==> src/design/qtm_pkg.sv <==
// ----------------------------------------------------------------------------
// qtm_pkg: shared types and constants for the quaternion transform unit
// Payload structs, queue entry layout, fixed-point widths and group codes.
// ----------------------------------------------------------------------------
package qtm_pkg;

    localparam int Q_W       = 16;  // quaternion and scale width
    localparam int POS_W     = 32;  // Q16.16 position
    localparam int WORD_W    = 32;  // Q16.16 matrix word
    localparam int PROD_W    = 32;  // Q1.14 * Q1.14 product, Q.28
    localparam int BASIS_W   = 35;  // 1 - 2(b+c) and 2(p+-q), Q.28
    localparam int DROP      = 20;  // Q.36 -> Q.16
    localparam int RAW_W     = 54;  // scaled basis, Q.36, with headroom
    localparam int ONE_SHIFT = 28;
    localparam int QDEPTH_DEF = 4;

    localparam logic signed [BASIS_W-1:0] ONE_Q28 = BASIS_W'(1) << ONE_SHIFT;
    localparam logic signed [WORD_W-1:0]  ONE_Q16 = WORD_W'(1) << (WORD_W / 2);
    localparam logic signed [WORD_W-1:0]  WORD_MAX = {1'b0, {(WORD_W-1){1'b1}}};
    localparam logic signed [WORD_W-1:0]  WORD_MIN = {1'b1, {(WORD_W-1){1'b0}}};

    typedef enum logic [1:0] {
        GRP_X   = 2'd0,
        GRP_Y   = 2'd1,
        GRP_Z   = 2'd2,
        GRP_POS = 2'd3
    } t_grp;

    typedef struct packed {
        logic signed [Q_W-1:0]   quat_x;
        logic signed [Q_W-1:0]   quat_y;
        logic signed [Q_W-1:0]   quat_z;
        logic signed [Q_W-1:0]   quat_w;
        logic signed [Q_W-1:0]   scale_x;
        logic signed [Q_W-1:0]   scale_y;
        logic signed [Q_W-1:0]   scale_z;
        logic signed [POS_W-1:0] pos_x;
        logic signed [POS_W-1:0] pos_y;
        logic signed [POS_W-1:0] pos_z;
    } t_qtm_in;

    typedef struct packed {
        logic [1:0]               group_index;
        logic signed [WORD_W-1:0] word0;
        logic signed [WORD_W-1:0] word1;
        logic signed [WORD_W-1:0] word2;
        logic signed [WORD_W-1:0] word3;
        logic                     last;
        logic                     saturated;
    } t_qtm_out;

    // basis terms named by matrix word position
    typedef struct packed {
        logic signed [BASIS_W-1:0] m0;
        logic signed [BASIS_W-1:0] m1;
        logic signed [BASIS_W-1:0] m2;
        logic signed [BASIS_W-1:0] m4;
        logic signed [BASIS_W-1:0] m5;
        logic signed [BASIS_W-1:0] m6;
        logic signed [BASIS_W-1:0] m8;
        logic signed [BASIS_W-1:0] m9;
        logic signed [BASIS_W-1:0] m10;
        logic signed [Q_W-1:0]     scale_x;
        logic signed [Q_W-1:0]     scale_y;
        logic signed [Q_W-1:0]     scale_z;
        logic signed [POS_W-1:0]   pos_x;
        logic signed [POS_W-1:0]   pos_y;
        logic signed [POS_W-1:0]   pos_z;
    } t_fq_entry;

    typedef struct packed {
        logic full;
        logic empty;
    } t_fq_status;

endpackage

==> src/design/qtm_back.sv <==
// ----------------------------------------------------------------------------
// qtm_back: output sequencer of the quaternion transform unit
// Walks the four groups of the head entry; scales three basis terms in each
// rotation group (position is pre-shifted), then shifts, clips, registers.
// ----------------------------------------------------------------------------
module qtm_back import qtm_pkg::*; (
    input  logic       i_clk,
    input  logic       i_rst_n,
    input  t_fq_entry  i_rd_data,
    input  t_fq_status i_fq_status,
    output logic       o_rd_en,
    output logic       o_valid,
    input  logic       i_ready,
    output t_qtm_out   o_data
);

    localparam int HI_W = RAW_W - DROP - WORD_W + 1;  // bits that must agree

    t_grp                    r_grp, n_grp;
    logic                    r_a_vld, n_a_vld;
    t_grp                    r_a_grp;
    logic signed [RAW_W-1:0] r_a_raw [3];
    logic                    r_o_vld, n_o_vld;
    t_qtm_out                r_o_data;

    logic                      out_load, a_adv, issue;
    logic signed [BASIS_W-1:0] sel_b [3];
    logic signed [Q_W-1:0]     sel_sc;
    logic signed [RAW_W-1:0]   n_raw [3];
    logic signed [WORD_W-1:0]  clip_w [3];
    logic [2:0]                clip_f;

    assign out_load = !r_o_vld || i_ready;
    assign a_adv    = !r_a_vld || out_load;
    assign issue    = a_adv && !i_fq_status.empty;
    assign o_rd_en  = issue && (r_grp == GRP_POS);

    // group select
    always_comb begin
        unique case (r_grp)
            GRP_X: begin
                sel_b[0] = i_rd_data.m0;
                sel_b[1] = i_rd_data.m1;
                sel_b[2] = i_rd_data.m2;
                sel_sc   = i_rd_data.scale_x;
            end
            GRP_Y: begin
                sel_b[0] = i_rd_data.m4;
                sel_b[1] = i_rd_data.m5;
                sel_b[2] = i_rd_data.m6;
                sel_sc   = i_rd_data.scale_y;
            end
            GRP_Z: begin
                sel_b[0] = i_rd_data.m8;
                sel_b[1] = i_rd_data.m9;
                sel_b[2] = i_rd_data.m10;
                sel_sc   = i_rd_data.scale_z;
            end
            default: begin
                sel_b[0] = '0;
                sel_b[1] = '0;
                sel_b[2] = '0;
                sel_sc   = '0;
            end
        endcase
    end

    // position words ride the same path pre-shifted, so they never clip
    always_comb begin
        for (int k = 0; k < 3; k++) begin
            n_raw[k] = RAW_W'(sel_b[k]) * RAW_W'(sel_sc);
        end
        if (r_grp == GRP_POS) begin
            n_raw[0] = RAW_W'(i_rd_data.pos_x) <<< DROP;
            n_raw[1] = RAW_W'(i_rd_data.pos_y) <<< DROP;
            n_raw[2] = RAW_W'(i_rd_data.pos_z) <<< DROP;
        end
    end

    always_comb begin
        n_grp   = r_grp;
        n_a_vld = r_a_vld;
        n_o_vld = r_o_vld;
        if (issue) begin
            n_grp = t_grp'(r_grp + 2'd1);
        end
        if (a_adv) begin
            n_a_vld = issue;
        end
        if (out_load) begin
            n_o_vld = r_a_vld;
        end
    end

    always_ff @(posedge i_clk) begin
        if (!i_rst_n) begin
            r_grp   <= GRP_X;
            r_a_vld <= 1'b0;
            r_o_vld <= 1'b0;
        end else begin
            r_grp   <= n_grp;
            r_a_vld <= n_a_vld;
            r_o_vld <= n_o_vld;
        end
    end

    always_ff @(posedge i_clk) begin
        if (issue) begin
            r_a_grp <= r_grp;
            for (int k = 0; k < 3; k++) begin
                r_a_raw[k] <= n_raw[k];
            end
        end
    end

    // floor shift by DROP is a plain slice; clip when upper bits disagree
    always_comb begin
        for (int k = 0; k < 3; k++) begin
            logic [HI_W-1:0] hi;
            hi = r_a_raw[k][RAW_W-1 -: HI_W];
            clip_f[k] = !((hi == '0) || (hi == '1));
            if (!clip_f[k]) begin
                clip_w[k] = r_a_raw[k][DROP +: WORD_W];
            end else if (r_a_raw[k][RAW_W-1]) begin
                clip_w[k] = WORD_MIN;
            end else begin
                clip_w[k] = WORD_MAX;
            end
        end
    end

    always_ff @(posedge i_clk) begin
        if (out_load && r_a_vld) begin
            r_o_data.group_index <= 2'(r_a_grp);
            r_o_data.word0       <= clip_w[0];
            r_o_data.word1       <= clip_w[1];
            r_o_data.word2       <= clip_w[2];
            r_o_data.word3       <= (r_a_grp == GRP_POS) ? ONE_Q16 : '0;
            r_o_data.last        <= (r_a_grp == GRP_POS);
            r_o_data.saturated   <= |clip_f;
        end
    end

    assign o_valid = r_o_vld;
    assign o_data  = r_o_data;

endmodule

==> config.mk <==
export PLATFORM = sky130hd
export DESIGN_NAME = qtm_back
export DESIGN_NICKNAME = d
export VERILOG_FILES = /design/src/design/qtm_pkg.sv /design/src/design/qtm_back.sv
export SDC_FILE = /design/constraint.sdc
export NUM_CORES = 2
export LEC_CHECK = 0
export BUFFER_PORTS_ARGS = -buffer_cell sky130_fd_sc_hd__buf_2
export CORE_UTILIZATION = 55
export CTS_CLUSTER_SIZE = 20
export DETAILED_ROUTE_END_ITERATION = 16
export HOLD_SLACK_MARGIN = 0.06
export PLACE_DENSITY = 0.77
export SLEW_MARGIN = 40
export SYNTH_ARGS = -nofsm -noshare
export SYNTH_HDL_FRONTEND = slang
export SYNTH_SLANG_ARGS = --single-unit
==> constraint.sdc <==
create_clock -name i_clk -period 9.45 [get_ports i_clk]
set_input_delay 0.4725 -clock i_clk [delete_from_list [all_inputs] [get_ports i_clk]]
set_output_delay 0.4725 -clock i_clk [all_outputs]
set_load 0.01 [all_outputs]
== Word level (Yosys, flattened, before mapping) ==
Memory sizes are Yosys's and may differ from the RTL's.
Cells that the tools add are included.

* Input bits: 464
* RAM bits: 162
* Bits in registers: 138
* Word-level logic and storage cells: 54
* Memories kept: 1
* Output and inout bits: 134

{| class="wikitable"
|+ Memory list
! name !! depth !! width !! read ports !! clocked after Yosys merged registers in !! write ports !! RTL line !! text
|-
| r_a_raw || 3 || 54 || 3 || 0 || 3 || qtm_back.sv:22 || <nowiki>logic signed [RAW_W-1:0] r_a_raw [3];</nowiki>
|}

* Multiply operators: 3
* Equal/unequal tests: 7
* Muxes and demuxes: 12
* Reduce and logical (&&, ||, !) cells: 19
* Add/sub/neg operators: 1

{| class="wikitable"
|+ Operators by type and width
! kind !! number
|-
| case mux 105 bit (3 select lines) || 1
|-
| two-way mux 32 bit || 6
|-
| two-way mux 162 bit || 1
|-
| multiplier 35 x 16 -> 51 bit || 3
|-
| case mux 16 bit (3 select lines) || 1
|-
| two-way mux 17 bit || 1
|-
| == test 3 bit (second input constant) || 3
|-
| zero test 3 bit || 3
|-
| == test 2 bit (second input constant) || 3
|-
| zero test 1 bit || 6
|-
| logical OR 1 bit || 5
|-
| logical AND 1 bit || 3
|-
| OR reduction 3 bit || 1
|-
| adder 2 x 1 -> 2 bit (second input constant) || 1
|-
| == test 2 x 1 -> 1 bit (second input constant) || 1
|-
| zero test 2 bit || 1
|-
| two-way mux 1 bit || 2
|}

== Logic depth before layout (Yosys ltp) ==
* Depth after elaboration: 6
* Gate-level depth with buffers: 32
* Depth with buffers taken out: 28

== Worst setup path before layout ==
No wires, ideal clock.

* Kind: register to register
* Start point: register r_grp[0]
* End point: memory r_a_raw[0][43], data pin
* Clock period less this slack: 8.278 ns
* Path slack: 1.172 ns
* Cell stages (with the launch flop): 29
* Path buffers: 4
* Library setup time: 0.255 ns
* Arrival: 8.022 ns
* Required time: 9.195 ns
* Cells stage by stage: dfxtp_1 > inv_1 > ha_1 > clkbuf_1 > clkbuf_1 > clkbuf_1 > clkbuf_1 > a22oi_1 > a21oi_1 > nand2_1 > fa_1 > inv_1 > fa_1 > fa_1 > fa_1 > fa_1 > inv_1 > fa_1 > inv_1 > ha_1 > a21o_1 > a21o_1 > a21o_1 > a2111oi_0 > o31ai_1 > a221o_1 > a31o_1 > or3_1 > a31o_1

{| class="wikitable"
|+ RTL lines
! element !! RTL line !! text
|-
| start, declared || qtm_back.sv:19 || <nowiki>t_grp r_grp, n_grp;</nowiki>
|-
| start signal, assigned || qtm_back.sv:101 || <nowiki>r_grp <= n_grp;</nowiki>
|-
| end, declared || qtm_back.sv:22 ||
|}

==> impl_metrics.json <==
{
  "status": "finished clean",
  "max_freq_mhz": 110,
  "holdBufCountCts": 0,
  "rsz0062_at_grt": "no",
  "vias": 54298,
  "grt_overflow": 0,
  "viasPerCell": 5.70,
  "path_buf_inv": 6,
  "ys_top_cells_by_area": "fa_1 48%, inv_1 10%, edfxtp_1 9.0%",
  "die_w_um": 347,
  "final.fill_count": 10270,
  "synth_common_cells": "1794 x inv_1, 1581 x fa_1, 1279 x nand2_1",
  "initial_core_util_pct": 55.5,
  "clock-sinks": 201,
  "finalClockSkew_ns": 0.0188,
  "cap_violations": 0,
  "final_layout_size_suffix_gt1_share_pct": 11.1,
  "end_kind": "flip-flop",
  "antenna_found_initial": 12,
  "cts_max_level": 1,
  "fin_cells": 9521,
  "ant_nets": 0,
  "clockBufferDepth": 3,
  "routedWlPerCell_um": 23.0,
  "synth-seq-area-share_pct": 9.15,
  "tightest_slew_ns": 0.905,
  "cts-resized-gates": 0,
  "ys_ff_latch": 201,
  "crit_type": "reg -> reg",
  "drv_slew": 0,
  "clock_latency_ns": 0.62,
  "post-route-min-period_ns": 9.12,
  "startpoint_type": "flip-flop",
  "clkTransAtPathRegs_ns": 0.06,
  "critPathTopFamily": "adder cells",
  "synth_top_area_share_pct": 48.3,
  "crit_top_cell": "fa_1",
  "max_stage_delay_ns": 0.62,
  "dpl.cell_count": 9466,
  "dieArea_um2": 121000,
  "slowest_stage": "nor2_1",
  "area_growth_pct": 9.65,
  "grt_pass1_vias": 57634,
  "holdCritPathClass": "in -> reg",
  "grt_usage_pct": 37.3,
  "wirelength_mm": 219,
  "num_rows": 126,
  "core_um2": 118000,
  "yosysMostFrequentCell": "inv_1",
  "setup_viol": 0,
  "syn_area_um2": 65500,
  "post_cts_buffers": 0,
  "yosysUniqueCellTypes": 77,
  "crit_fanout": 22,
  "drc": 0,
  "numCtsBuffers": 25,
  "period_share_pct": 96.5,
  "hpwl_mm": 181,
  "synth_ff_type": "edfxtp_1",
  "drt_iter0_drc": 4869,
  "cts_tree": "yes",
  "worstPathRequired_ns": 9.87,
  "synthCells": 7488,
  "fin_nets": 10357,
  "slew_headroom_pct": 39.6,
  "synth_edf_count": 197,
  "drtPass1Iterations": 6,
  "io_buffer_count": 564,
  "place_congestion": 1.02,
  "ios": 598,
  "grt_pass1_wl_mm": 335,
  "clock_tree.root_cell": "clkbuf_16",
  "hold_viol_final": 0,
  "avgSynthCellArea_um2": 8.75,
  "synth_top_area_cell": "fa_1",
  "die_h_um": 347,
  "grt_max_degree": 104,
  "crit_arrival_ns": 9.54,
  "synth_warnings": 0,
  "async_flop_share_pct": 0,
  "fin_setup_tns_ns": 0
}
## cells in the final DEF (no fill, tap or decap), drive strengths merged, types with 9 or more instances in the layout
master / Yosys / final
o21bai: 11 / 11
a21boi: 9 / 9
and3: 19 / 19
a22oi: 96 / 96
nor2b: 15 / 15
buf: 62 / 786
nor4: 9 / 9
edfxtp: 197 / 197
xnor2: 68 / 68
a31oi: 21 / 21
nand4: 28 / 28
o31ai: 12 / 12
nand2: 1279 / 1279
a222oi: 26 / 26
nor2: 825 / 825
or3: 18 / 18
o21a: 11 / 11
ha: 355 / 355
o211ai: 17 / 17
a221oi: 10 / 10
inv: 1794 / 1797
and2: 112 / 112
nand2b: 17 / 17
a21o: 89 / 89
nor3: 40 / 40
nand3: 33 / 33
or2: 21 / 21
diode: 0 / 9
o21ai: 130 / 130
clkbuf: 313 / 27
xor2: 36 / 36
fa: 1581 / 1581
conb: 1 / 32
a211oi: 14 / 14
a21oi: 126 / 126
## flip-flops by register name (all words and copies together) (netlist names)
register	cells
o_valid	1
r_a_raw	96
o_data	99
r_a_vld	1
r_grp	2
r_a_grp	2
## routing by layer
metal  wire length (um)  global-route usage (%)
met4              14800                    20.9
met3              27600                    9.72
met2              98000                    58.4
met1              79100                    47.2
met5                 38                       0
## metrics by stage
step	hold slack [ns]	area [um2]	setup slack [ns]	utilization [%]
final	0.112	71900	0.327	60.9
after detailed placement	0.405	71000	0.489	60.1
after global placement	0.401	71000	0.272	60.1
after floorplan	0.400	65700	1.17	-
after global routing	0.122	71900	0.0871	60.9
after CTS	0.0809	71900	0.401	60.8
## final timing paths
check	startpoint	endpoint	slack (ns)	cells past startpoint
worst max-delay path	r_grp[0]	r_a_raw[0][45]	0.33	26
worst min register to register	r_a_raw[0][158]	o_data[64]	0.41	0
worst min-delay path	i_fq_status[0]	r_a_vld	0.11	2
worst max register to register	r_grp[0]	r_a_raw[0][45]	0.33	26
## cell type report
cell class | instances | area, um2 | share of cell area [%]
multi-input combinational | 5148 | 51600 | 71.7
inverter | 1795 | 6740 | 9.37
sequential | 201 | 6000 | 8.34
timing repair buffer | 786 | 4770 | 6.63
tap | 1536 | 1920 | 2.67
clock buffer | 27 | 633 | 0.881
clock inverter | 19 | 243 | 0.338
antenna | 9 | 22.5 | 0.0313
## kinds of logic (layout without fill, tap and decap cells)
family / count (synthesis) / in the layout / share of synthesized area, %
compound gates: 631 / 631 / 6.49
flops: 201 / 201 / 9.15
fa+ha+maj: 1936 / 1936 / 55.1
other cells: 1 / 41 / 0.00572
xor+xnor: 104 / 104 / 1.39
buf+inv: 2170 / 2627 / 12.6
mux: 7 / 7 / 0.116
simple gates: 2438 / 2438 / 15.2
Power is left out: the tool's default activity adds up to more than one toggle a clock period on the data nets, which glitch-free logic cannot reach.
